`src/sv/char_sequence_store_assert.svh`:
```
// Assertion macros shared by the char_sequence_store RTL.
`ifndef CHAR_SEQUENCE_STORE_ASSERT_SVH
`define CHAR_SEQUENCE_STORE_ASSERT_SVH

// Same-cycle implication, clocked on i_clk, and off while i_rst_n is low.
`define CSQ_ASSERT_IMP(lbl, ante, cons) \
    lbl: assert property (@(posedge i_clk) disable iff (!i_rst_n) (ante) |-> (cons)) \
        else $error("char_sequence_store assertion failed");

// Next-cycle implication, clocked on i_clk, and off while i_rst_n is low.
`define CSQ_ASSERT_NEXT(lbl, ante, cons) \
    lbl: assert property (@(posedge i_clk) disable iff (!i_rst_n) (ante) |=> (cons)) \
        else $error("char_sequence_store assertion failed");

`endif

```
`src/sv/csq_pkg.sv`:
```
// Shared constants, types and slot arithmetic for the char sequence store.
`default_nettype none
package csq_pkg;

    localparam int DEPTH  = 64;
    localparam int ADDR_W = (DEPTH > 1) ? $clog2(DEPTH) : 1;
    localparam int CNT_W  = $clog2(DEPTH + 1);
    localparam int CHAR_W = 8;
    localparam int CMD_W  = 3;
    localparam int STAT_W = 2;

    localparam logic [CMD_W-1:0] CMD_INSERT = 3'd0;
    localparam logic [CMD_W-1:0] CMD_APPEND = 3'd1;
    localparam logic [CMD_W-1:0] CMD_REMOVE = 3'd2;
    localparam logic [CMD_W-1:0] CMD_CLEAR  = 3'd3;
    localparam logic [CMD_W-1:0] CMD_FIND   = 3'd4;

    localparam logic [STAT_W-1:0] STAT_OK   = 2'd0;
    localparam logic [STAT_W-1:0] STAT_FULL = 2'd1;
    localparam logic [STAT_W-1:0] STAT_MISS = 2'd2;

    typedef struct packed {
        logic [STAT_W-1:0] status;
        logic [CNT_W-1:0]  position;
        logic [CNT_W-1:0]  removed;
        logic [CNT_W-1:0]  length;
    } t_result;

    typedef struct packed {
        logic              we;
        logic [ADDR_W-1:0] waddr;
        logic [CHAR_W-1:0] wdata;
        logic [ADDR_W-1:0] raddr;
    } t_ram_req;

    // Next slot of the circular store.
    function automatic logic [ADDR_W-1:0] slot_inc(input logic [ADDR_W-1:0] s);
        logic [ADDR_W-1:0] r;
        if (s == ADDR_W'(DEPTH - 1)) begin
            r = '0;
        end else begin
            r = s + 1'b1;
        end
        return r;
    endfunction

    // Previous slot of the circular store.
    function automatic logic [ADDR_W-1:0] slot_dec(input logic [ADDR_W-1:0] s);
        logic [ADDR_W-1:0] r;
        if (s == '0) begin
            r = ADDR_W'(DEPTH - 1);
        end else begin
            r = s - 1'b1;
        end
        return r;
    endfunction

    // Slot that lies n entries after slot s; n never exceeds DEPTH.
    function automatic logic [ADDR_W-1:0] slot_add(input logic [ADDR_W-1:0] s,
                                                  input logic [CNT_W-1:0]  n);
        logic [ADDR_W:0] sum;
        logic [ADDR_W:0] r;
        sum = {1'b0, s} + (ADDR_W+1)'(n);
        if (sum >= (ADDR_W+1)'(DEPTH)) begin
            r = sum - (ADDR_W+1)'(DEPTH);
        end else begin
            r = sum;
        end
        return r[ADDR_W-1:0];
    endfunction

endpackage
`default_nettype wire

```
`src/sv/char_sequence_store.sv`:
```
// Top level of the char sequence store: entry memory, sequencer and result register.
//
//  Channel   Direction  Handshake            Payload
//  command   in         i_valid / o_stall    i_command, i_first_char, i_second_char
//  result    out        o_valid / i_stall    o_status, o_position, o_removed_count, o_length
//
// Insert, append, clear and unused codes finish without a scan. On a non-empty sequence,
// remove scans every entry and find scans until its first match (every entry on a miss);
// on an empty one neither scans. The scan walks the entry memory through its single read
// port, one entry per cycle.
// Reset (synchronous, active low) empties the sequence; memory contents are not cleared.
// A stalled result waits in the output register while the next request is already taken.
`default_nettype none
module char_sequence_store import csq_pkg::*; (
    input  wire logic              i_clk,
    input  wire logic              i_rst_n,
    input  wire logic              i_valid,
    output logic                   o_stall,
    input  wire logic [CMD_W-1:0]  i_command,
    input  wire logic [CHAR_W-1:0] i_first_char,
    input  wire logic [CHAR_W-1:0] i_second_char,
    output logic                   o_valid,
    input  wire logic              i_stall,
    output logic [STAT_W-1:0]      o_status,
    output logic [CNT_W-1:0]       o_position,
    output logic [CNT_W-1:0]       o_removed_count,
    output logic [CNT_W-1:0]       o_length
);

    t_ram_req          ram;
    logic [CHAR_W-1:0] rd_data;
    logic              res_valid;
    logic              res_take;
    t_result           res;
    logic              r_out_valid;
    t_result           r_out;

    // The entry memory holds the sequence as a circular buffer that starts at the head slot.
    csq_ram #(
        .WIDTH(CHAR_W),
        .DEPTH(DEPTH)
    ) u_ram (
        .i_clk  (i_clk),
        .i_we   (ram.we),
        .i_waddr(ram.waddr),
        .i_wdata(ram.wdata),
        .i_raddr(ram.raddr),
        .o_rdata(rd_data)
    );

    // The sequencer accepts one request at a time and returns to idle once its result
    // has moved into the output register.
    csq_engine u_engine (
        .i_clk        (i_clk),
        .i_rst_n      (i_rst_n),
        .i_valid      (i_valid),
        .o_stall      (o_stall),
        .i_command    (i_command),
        .i_first_char (i_first_char),
        .i_second_char(i_second_char),
        .o_ram        (ram),
        .i_rd_data    (rd_data),
        .o_res_valid  (res_valid),
        .i_res_take   (res_take),
        .o_res        (res)
    );

    // The output register loads when it is empty or its current result leaves this cycle.
    assign res_take = res_valid && (!r_out_valid || !i_stall);

    always_ff @(posedge i_clk) begin
        if (res_take) begin
            r_out <= res;
        end
        if (!i_rst_n) begin
            r_out_valid <= 1'b0;
        end else if (res_take) begin
            r_out_valid <= 1'b1;
        end else if (!i_stall) begin
            r_out_valid <= 1'b0;
        end
    end

    assign o_valid         = r_out_valid;
    assign o_status        = r_out.status;
    assign o_position      = r_out.position;
    assign o_removed_count = r_out.removed;
    assign o_length        = r_out.length;

endmodule
`default_nettype wire

```
`src/sv/csq_ram.sv`:
```
// Generic single-write, single-read synchronous RAM with registered read data.
`default_nettype none
module csq_ram #(
    parameter int WIDTH = 8,
    parameter int DEPTH = 64,
    localparam int AW   = (DEPTH > 1) ? $clog2(DEPTH) : 1
) (
    input  wire logic             i_clk,
    input  wire logic             i_we,
    input  wire logic [AW-1:0]    i_waddr,
    input  wire logic [WIDTH-1:0] i_wdata,
    input  wire logic [AW-1:0]    i_raddr,
    output logic      [WIDTH-1:0] o_rdata
);

    logic [WIDTH-1:0] r_mem [DEPTH];

    always_ff @(posedge i_clk) begin
        if (i_we) begin
            r_mem[i_waddr] <= i_wdata;
        end
        o_rdata <= r_mem[i_raddr];
    end

endmodule
`default_nettype wire

```
`src/sv/csq_engine.sv`:
```
// Command sequencer: runs each request against the entry memory and builds its result.
`default_nettype none
`include "char_sequence_store_assert.svh"
module csq_engine import csq_pkg::*; (
    input  wire logic              i_clk,
    input  wire logic              i_rst_n,
    input  wire logic              i_valid,
    output logic                   o_stall,
    input  wire logic [CMD_W-1:0]  i_command,
    input  wire logic [CHAR_W-1:0] i_first_char,
    input  wire logic [CHAR_W-1:0] i_second_char,
    output t_ram_req               o_ram,
    input  wire logic [CHAR_W-1:0] i_rd_data,
    output logic                   o_res_valid,
    input  wire logic              i_res_take,
    output t_result                o_res
);

    typedef enum logic [1:0] {ST_IDLE, ST_SCAN, ST_DONE} t_state;

    t_state            r_state, n_state;
    logic [CNT_W-1:0]  r_count, n_count;
    logic [ADDR_W-1:0] r_head, n_head;
    logic [CMD_W-1:0]  r_cmd, n_cmd;
    logic [CHAR_W-1:0] r_a, n_a;
    logic [CHAR_W-1:0] r_b, n_b;
    logic [CNT_W-1:0]  r_rd_idx, n_rd_idx;
    logic [ADDR_W-1:0] r_rd_slot, n_rd_slot;
    logic [CNT_W-1:0]  r_kept, n_kept;
    logic [ADDR_W-1:0] r_kept_slot, n_kept_slot;
    logic              r_chk_valid, n_chk_valid;
    t_result           r_res, n_res;
    logic              rd_issue;
    logic              full;
    logic [CNT_W-1:0]  kept_next;

    assign full        = (r_count == CNT_W'(DEPTH));
    assign o_stall     = (r_state != ST_IDLE);
    assign o_res_valid = (r_state == ST_DONE);
    assign o_res       = r_res;

    always_comb begin
        n_state     = r_state;
        n_count     = r_count;
        n_head      = r_head;
        n_cmd       = r_cmd;
        n_a         = r_a;
        n_b         = r_b;
        n_rd_idx    = r_rd_idx;
        n_rd_slot   = r_rd_slot;
        n_kept      = r_kept;
        n_kept_slot = r_kept_slot;
        n_chk_valid = 1'b0;
        n_res       = r_res;
        rd_issue    = 1'b0;
        kept_next   = r_kept;
        o_ram.we    = 1'b0;
        o_ram.waddr = r_kept_slot;
        o_ram.wdata = i_rd_data;
        o_ram.raddr = r_rd_slot;

        unique case (r_state)
            ST_IDLE: begin
                if (i_valid) begin
                    n_cmd       = i_command;
                    n_a         = i_first_char;
                    n_b         = i_second_char;
                    n_rd_idx    = '0;
                    n_rd_slot   = r_head;
                    n_kept      = '0;
                    n_kept_slot = r_head;
                    n_res.status   = STAT_OK;
                    n_res.position = '0;
                    n_res.removed  = '0;
                    n_res.length   = r_count;
                    n_state        = ST_DONE;
                    unique case (i_command)
                        CMD_INSERT: begin
                            if (full) begin
                                n_res.status = STAT_FULL;
                            end else begin
                                o_ram.we     = 1'b1;
                                o_ram.waddr  = slot_dec(r_head);
                                o_ram.wdata  = i_first_char;
                                n_head       = slot_dec(r_head);
                                n_count      = r_count + 1'b1;
                                n_res.length = r_count + 1'b1;
                            end
                        end
                        CMD_APPEND: begin
                            if (full) begin
                                n_res.status = STAT_FULL;
                            end else begin
                                o_ram.we     = 1'b1;
                                o_ram.waddr  = slot_add(r_head, r_count);
                                o_ram.wdata  = i_first_char;
                                n_count      = r_count + 1'b1;
                                n_res.length = r_count + 1'b1;
                            end
                        end
                        CMD_REMOVE: begin
                            if (r_count != '0) begin
                                n_state = ST_SCAN;
                            end
                        end
                        CMD_CLEAR: begin
                            n_res.removed = r_count;
                            n_res.length  = '0;
                            n_count       = '0;
                            n_head        = '0;
                        end
                        CMD_FIND: begin
                            if (r_count == '0) begin
                                n_res.status = STAT_MISS;
                            end else begin
                                n_state = ST_SCAN;
                            end
                        end
                        default: begin
                        end
                    endcase
                end
            end
            ST_SCAN: begin
                // Reads run one entry ahead of the check. Writes go to the kept slot,
                // which always trails every slot still to be read.
                rd_issue = (r_rd_idx != r_count);
                if (rd_issue) begin
                    n_rd_idx    = r_rd_idx + 1'b1;
                    n_rd_slot   = slot_inc(r_rd_slot);
                    n_chk_valid = 1'b1;
                end
                if (r_chk_valid) begin
                    if (r_cmd == CMD_FIND) begin
                        if (i_rd_data == r_a || i_rd_data == r_b) begin
                            // The entry under check sits at 1-based position r_rd_idx.
                            n_res.status   = STAT_OK;
                            n_res.position = r_rd_idx;
                            n_chk_valid    = 1'b0;
                            n_state        = ST_DONE;
                        end else if (r_rd_idx == r_count && !rd_issue) begin
                            n_res.status = STAT_MISS;
                            n_state      = ST_DONE;
                        end
                    end else begin
                        if (i_rd_data != r_a) begin
                            o_ram.we    = 1'b1;
                            kept_next   = r_kept + 1'b1;
                            n_kept_slot = slot_inc(r_kept_slot);
                        end
                        n_kept = kept_next;
                        if (!rd_issue) begin
                            n_count       = kept_next;
                            n_res.removed = r_count - kept_next;
                            n_res.length  = kept_next;
                            n_state       = ST_DONE;
                        end
                    end
                end
            end
            ST_DONE: begin
                if (i_res_take) begin
                    n_state = ST_IDLE;
                end
            end
            default: begin
                n_state = ST_IDLE;
            end
        endcase
    end

    always_ff @(posedge i_clk) begin
        r_cmd       <= n_cmd;
        r_a         <= n_a;
        r_b         <= n_b;
        r_rd_idx    <= n_rd_idx;
        r_rd_slot   <= n_rd_slot;
        r_kept      <= n_kept;
        r_kept_slot <= n_kept_slot;
        r_res       <= n_res;
        if (!i_rst_n) begin
            r_state     <= ST_IDLE;
            r_count     <= '0;
            r_head      <= '0;
            r_chk_valid <= 1'b0;
        end else begin
            r_state     <= n_state;
            r_count     <= n_count;
            r_head      <= n_head;
            r_chk_valid <= n_chk_valid;
        end
    end

    `CSQ_ASSERT_IMP(a_count_bound, 1'b1, r_count <= CNT_W'(DEPTH))
    `CSQ_ASSERT_IMP(a_wr_when, o_ram.we, r_state == ST_SCAN || (r_state == ST_IDLE && i_valid))
    `CSQ_ASSERT_IMP(a_wr_rd_apart, o_ram.we && rd_issue, o_ram.waddr != o_ram.raddr)
    `CSQ_ASSERT_IMP(a_kept_behind, r_state == ST_SCAN, r_kept <= r_rd_idx)
    `CSQ_ASSERT_NEXT(a_done_holds, r_state == ST_DONE && !i_res_take,
                     r_state == ST_DONE && $stable(r_res))

endmodule
`default_nettype wire
```
`config.mk`:
```
export PLATFORM = sky130hd
export DESIGN_NAME = char_sequence_store
export DESIGN_NICKNAME = d
export VERILOG_FILES = /design/src/sv/csq_pkg.sv /design/src/sv/char_sequence_store.sv /design/src/sv/csq_ram.sv /design/src/sv/csq_engine.sv
export VERILOG_INCLUDE_DIRS = /design/src /design/src/sv
export SDC_FILE = /design/constraint.sdc
export NUM_CORES = 1
export LEC_CHECK = 0
export ABC_AREA = 1
export BUFFER_PORTS_ARGS = -buffer_cell sky130_fd_sc_hd__buf_2
export CAP_MARGIN = 20
export CORE_AREA = 10 10 288 290
export CTS_CLUSTER_SIZE = 12
export DETAILED_ROUTE_END_ITERATION = 16
export DIE_AREA = 0 0 298 300
export SLEW_MARGIN = 25
export SYNTH_ARGS = -nofsm -noshare
export SYNTH_HDL_FRONTEND = slang
export SYNTH_SLANG_ARGS = --single-unit
```
`constraint.sdc`:
```
create_clock -name i_clk -period 5.47 [get_ports i_clk]
set_input_delay 1.094 -clock i_clk [delete_from_list [all_inputs] [get_ports i_clk]]
set_output_delay 1.094 -clock i_clk [all_outputs]
set_load 0.03 [all_outputs]
```
# Yosys cells after proc, flatten, opt, wreduce, memory -nomap -nowiden
# Memories as Yosys holds them, arrays and structs flattened. A register that Yosys moved wholly into a read port is not among the register bits.
# Index checks and enable logic that the tools add are counted.
# word_totals
reg_bits,108
mem_bits_rw,512
inputBits,23
output_inout_bits,25
elab_cells,156
n_memories,1
# op_classes
add_sub_neg,9
n_lt_le_gt_ge,1
eq_ne,29
n_mux,70
n_reduce_logical,26
# mem_list
memory,words,word_bits,read_ports,rd_ports_with_merged_regs,write_ports,line,source
u_ram.r_mem,64,8,1,1,1,csq_ram.sv:16,logic [WIDTH-1:0] r_mem [DEPTH];
# op_table
op,count
$mux 7,15
$mux 6,10
$pmux 7 s2,4
$mux 23,2
$pmux 23 s2,1
$mux 15,3
$mux 14,3
$pmux 6 s2,3
$pmux 15 s2,1
$reduce_and 5->1,5
$mux 2,11
$add 7x1->7 const B,3
$eq 8x8->1,2
$ne 2x1->1 const B,7
$add 6x1->6 const B,2
$eq 6x6->1 const B,2
$mux 1,12
$sub 6x1->6 const B,2
$mux 9,1
$ne 2x2->1 const B,4
$ne 8x8->1,1
$pmux 2 s2,2
$reduce_and 4->1,2
$add 6x7->7,1
other kinds (27),36

# Depth between registers and ports, before layout
# logic_depth
ltp_word,10
mapped_depth,17
depth_no_buf,17

# Modules after synthesis
# From an unflattened synthesis, not the netlist that was laid out.
# hier_totals
hier_cells,2462
area_unflattened_um2,27184.8
# modules_own_cells
mod,instances,cells_each,area_each_um2,seq_area_each_um2
csq_ram,1,1822,21291.7,15534.9
csq_engine,1,611,5157.4,2362.3
char_sequence_store,1,29,735.7,710.7

# Worst setup path after synthesis
# OpenSTA, ideal clock, no wires.
# synth_path
kind,input port to flip-flop
startpoint,input i_valid
endpoint,"memory u_ram.r_mem[0][0], data pin"
setup_ns,0.702
arrival_time_ns,4.295
required_ns,4.768
path_slack_ns,0.473
path_stages,6
path_buffers,1
cell_sequence,nand2_2 inv_2 nand3_4 inv_2 clkbuf_1 o21ai_0
# synth_lines
item,line,source
from (decl),char_sequence_store.sv:17,"input wire logic i_valid,"
to (decl),csq_ram.sv:16,

# Worst setup path in the final report
# layout_path
startpoint,register u_engine.r_state[1]
endpoint,"memory u_ram.r_mem[2][2], enable pin"
# layout_between
elab_chain_cells,4
word_cells_on_any_way,6
cone_classes,1 x eq/ne; 4 x mux; 1 x reduce/logical
# layout_lines
item,line,source
from (decl),csq_engine.sv:21,"t_state r_state, n_state;"
from (signal assigned),csq_engine.sv:187,r_state <= n_state;
$eq 2x1->1 or $logic_not 2->1 (tied branches),csq_engine.sv:62,unique case (r_state)
$pmux 1 s2,csq_engine.sv:62,
$mux 1,csq_ram.sv:19,if (i_we) begin
$mux 1 (implied by the code),csq_ram.sv:20,r_mem[i_waddr] <= i_wdata;
# Several ways; a longest one is shown, not always the timed one.

==> flow_summary.yaml <==
power:
  p_leak_uw: 0.0106
  vdd.ir_drop.worst_mv: 0.266
  cellPowerDensity_nw_per_um2: 562
  finalPower_uw: 16900
floorplan:
  ios: 48
  core_area_um2: 77100
  rows: 102
  initial_utilization: 0.346
  die_area_um2: 89400
  die_y_um: 300
  die_x_um: 298
clocking:
  cts_buffers: 66
  postCtsHoldBufs: 0
  clk_pin_slew_ns: 0.06
  cts-root-buf: "clkbuf_16"
  cts_tree: "built"
  clockBufferDepth: 3
  clkLatencyLatePin_ns: 0.61
  post_cts_resized: 0
  cts.sinks: 628
  cts_max_level: 3
  post_cts_buffers: 0
timing:
  drv_slew: 0
  tns_ns: 0
  hold_viol: 0
  setup_violations: 0
  slew_headroom: 0.336
  tightestPinTransition_ns: 0.995
  grt_setup_unrepaired: "no"
  finalCritPeriodShare: 0.685
  period_needed_ns: 3.75
  finalClockSkew_ns: 0.0310
  timing.fmax_mhz: 267
layout:
  final_cell_area_um2: 30000
  layout_commonest_cell: "edfxtp_1"
  nNetsFinal: 2403
  final_layout_size_suffix_gt1_frac: 0.0935
  final_cell_mix: "edfxtp_1 (603), nand2_1 (416), nor2_1 (360), o21ai_0 (271), o22ai_1 (131)"
  syn2layout_area_growth_pct: 12.5
  antenna_cells: 0
synthesis:
  synth_compound_area_frac: 0.0949
  syn-num-nets: 2386
  synth.area.mux_share: 0
  ys_seq_elements: 628
  yosysSeqAreaShare: 0.697
  ys_warn_count: 0
  synth_area_leaders: "edfxtp_1 (68%), nand2_1 (5.9%), o21ai_0 (5.2%)"
  synth_top_family_by_area: "simple AND/OR/NAND/NOR gates"
  ys_types: 50
  syn_inst: 2342
  yosys.area_share.simple: 0.151
  yosys.area.top_type: "edfxtp_1"
  synthArstFlopShare: 0
  syn_area_per_cell_um2: 11.4
  synth_fa_ha_area_frac: 0.0104
  synth_edf_count: 603
  synth_top_area_frac: 0.678
  synth_top_flop_cell: "edfxtp_1"
  synth-xor-area-share: 0.0112
  netlist_area_um2: 26700
placed_design:
  dpl.hpwl_um: 43800
  gp_congestion: 0.926
  io_buffers: 47
  placed_cell_area_um2: 28000
critical_path:
  critPathKind: "register to register"
  worstPathMaxFanout: 21
  worstPathRequired_ns: 5.69
  r2r_start: "u_engine.r_state[1]"
  reg2reg_setup_slack_ns: 1.72
  start_kind: "register"
  reg2reg_to: "u_ram.r_mem[2][2]"
  reg2reg_depth: 9
  arrival_ns: 3.97
  end_kind: "register"
routing:
  drt_pass1_iterations: 7
  routed_via_density: 5.24
  routed_wl_um: 69700
  drcViolationCount: 0
  drtIter0Drc: 1981
  ant_nets: 0
  wl_per_cell_um: 20.3
  vias: 17991
status:
  outcome: "complete, no violations"
global_routing:
  grt_first_pass_wirelength_um: 106000
  grt_usage: 0.151
  grt_pass1_vias: 17413
  antenna_found_initial: 0
  overflow: 0
  grt_max_degree: 118
worst_hold_path:
  hp-class: "register to register"
  min_to: "o_removed_count[0]"
  min_from: "u_engine.o_res[7]"
  hold_depth: 0
job:
  maxCapViolations: 0
[synthesized netlist by cell type (4+ instances only)]
cell type,count
buf_2,21
nand3_2,5
or2_2,4
o21ai_0,275
buf_1,19
dfxtp_1,25
nand2_2,5
xor2_1,24
ha_1,19
nor3_1,6
o22ai_1,131
clkbuf_1,78
nand2_4,10
edfxtp_1,603
a21oi_1,35
nand3_1,119
xnor2_1,10
inv_1,101
nand2_1,420
nor2_4,6
nand4_1,9
nor2_1,362
inv_2,12
[area by class of cell]
type	count	area [µm²]
well taps	1040	1300
clock inverters	17	200
repair buffers	70	449
inverters	117	449
multi-input cells	1476	7210
fillers	7344	47100
flip-flops and latches	628	18600
clock buffers	88	1810
[worst max path at each step]
stage,from,end,cells after the start
finish,u_engine.r_state[1],u_ram.r_mem[2][2],9
global route,u_engine.r_state[1],u_ram.r_mem[2][5],9
CTS,u_engine.r_state[1],u_ram.r_mem[2][5],9
detailed placement,i_valid,u_ram.r_mem[3][2],9
global placement,i_valid,u_ram.r_mem[5][4],9
floorplan,i_valid,u_ram.r_mem[0][0],6
[report_power, final]
group / total, µW / switching, µW / internal [µW] / leakage (µW)
clock network: 4240 / 1790 / 2460 / 0.000976
registers: 6620 / 256 / 6360 / 0.00572
logic: 6030 / 4520 / 1510 / 0.00392
[sequential cells by signal, indices dropped and copies added, names as in the netlist]
name,count
o_valid,1
u_engine.r_b,8
u_engine.r_cmd,3
o_length,7
u_engine.r_rd_slot,6
u_engine.r_chk_valid,1
o_status,2
u_ram.r_mem,512
u_engine.r_kept,7
u_engine.r_kept_slot,6
o_removed_count,7
u_engine.r_count,7
u_engine.r_a,8
u_ram.o_rdata,8
u_engine.r_head,6
u_engine.r_state,2
u_engine.r_rd_idx,7
o_position,7
u_engine.o_res,23
[worst max-delay path, stage by stage (launching register included)]
cell,delay (ns)
dfxtp_1,0.34
nor2_2,0.23
nand2_2,0.15
inv_2,0.39
nand3_4,0.25
inv_2,0.34
nand3_1,0.15
nand2_2,0.16
nand4_1,0.57
nor2_1,0.76
[kinds of logic (layout without fill, tap and decap cells)]
| group | Yosys count | count (layout) |
|---|---|---|
| AOI/OAI and AO/OA | 461 | 461 |
| xor gates and xnor gates | 34 | 34 |
| adders and majority gates | 21 | 21 |
| buffers and inverters | 238 | 292 |
| DFF | 628 | 628 |
| and+or+nand+nor | 960 | 960 |
[layer usage]
metal  up-vias  global-route usage  wire length, µm
met3       153              0.0338             5830
met1      8727               0.200            29500
met5         -                   0                0
li1       8294                   -                -
met4         0              0.0594             2440
met2       817               0.240            32000
[per-stage QoR]
| step | util | cells | setup slack [ns] | hold slack [ns] |
|---|---|---|---|---|
| finish | 0.390 | 3436 | 1.72 | 0.414 |
| global route | 0.390 | 3436 | 1.43 | 0.415 |
| global placement | 0.363 | 3331 | 1.18 | 0.407 |
| detailed placement | 0.363 | 3331 | 1.10 | 0.408 |
| CTS | 0.390 | 3436 | 1.68 | 0.419 |
| floorplan | - | 2342 | 0.473 | 0.400 |
Note: power is estimated with default switching activity, not from simulation.
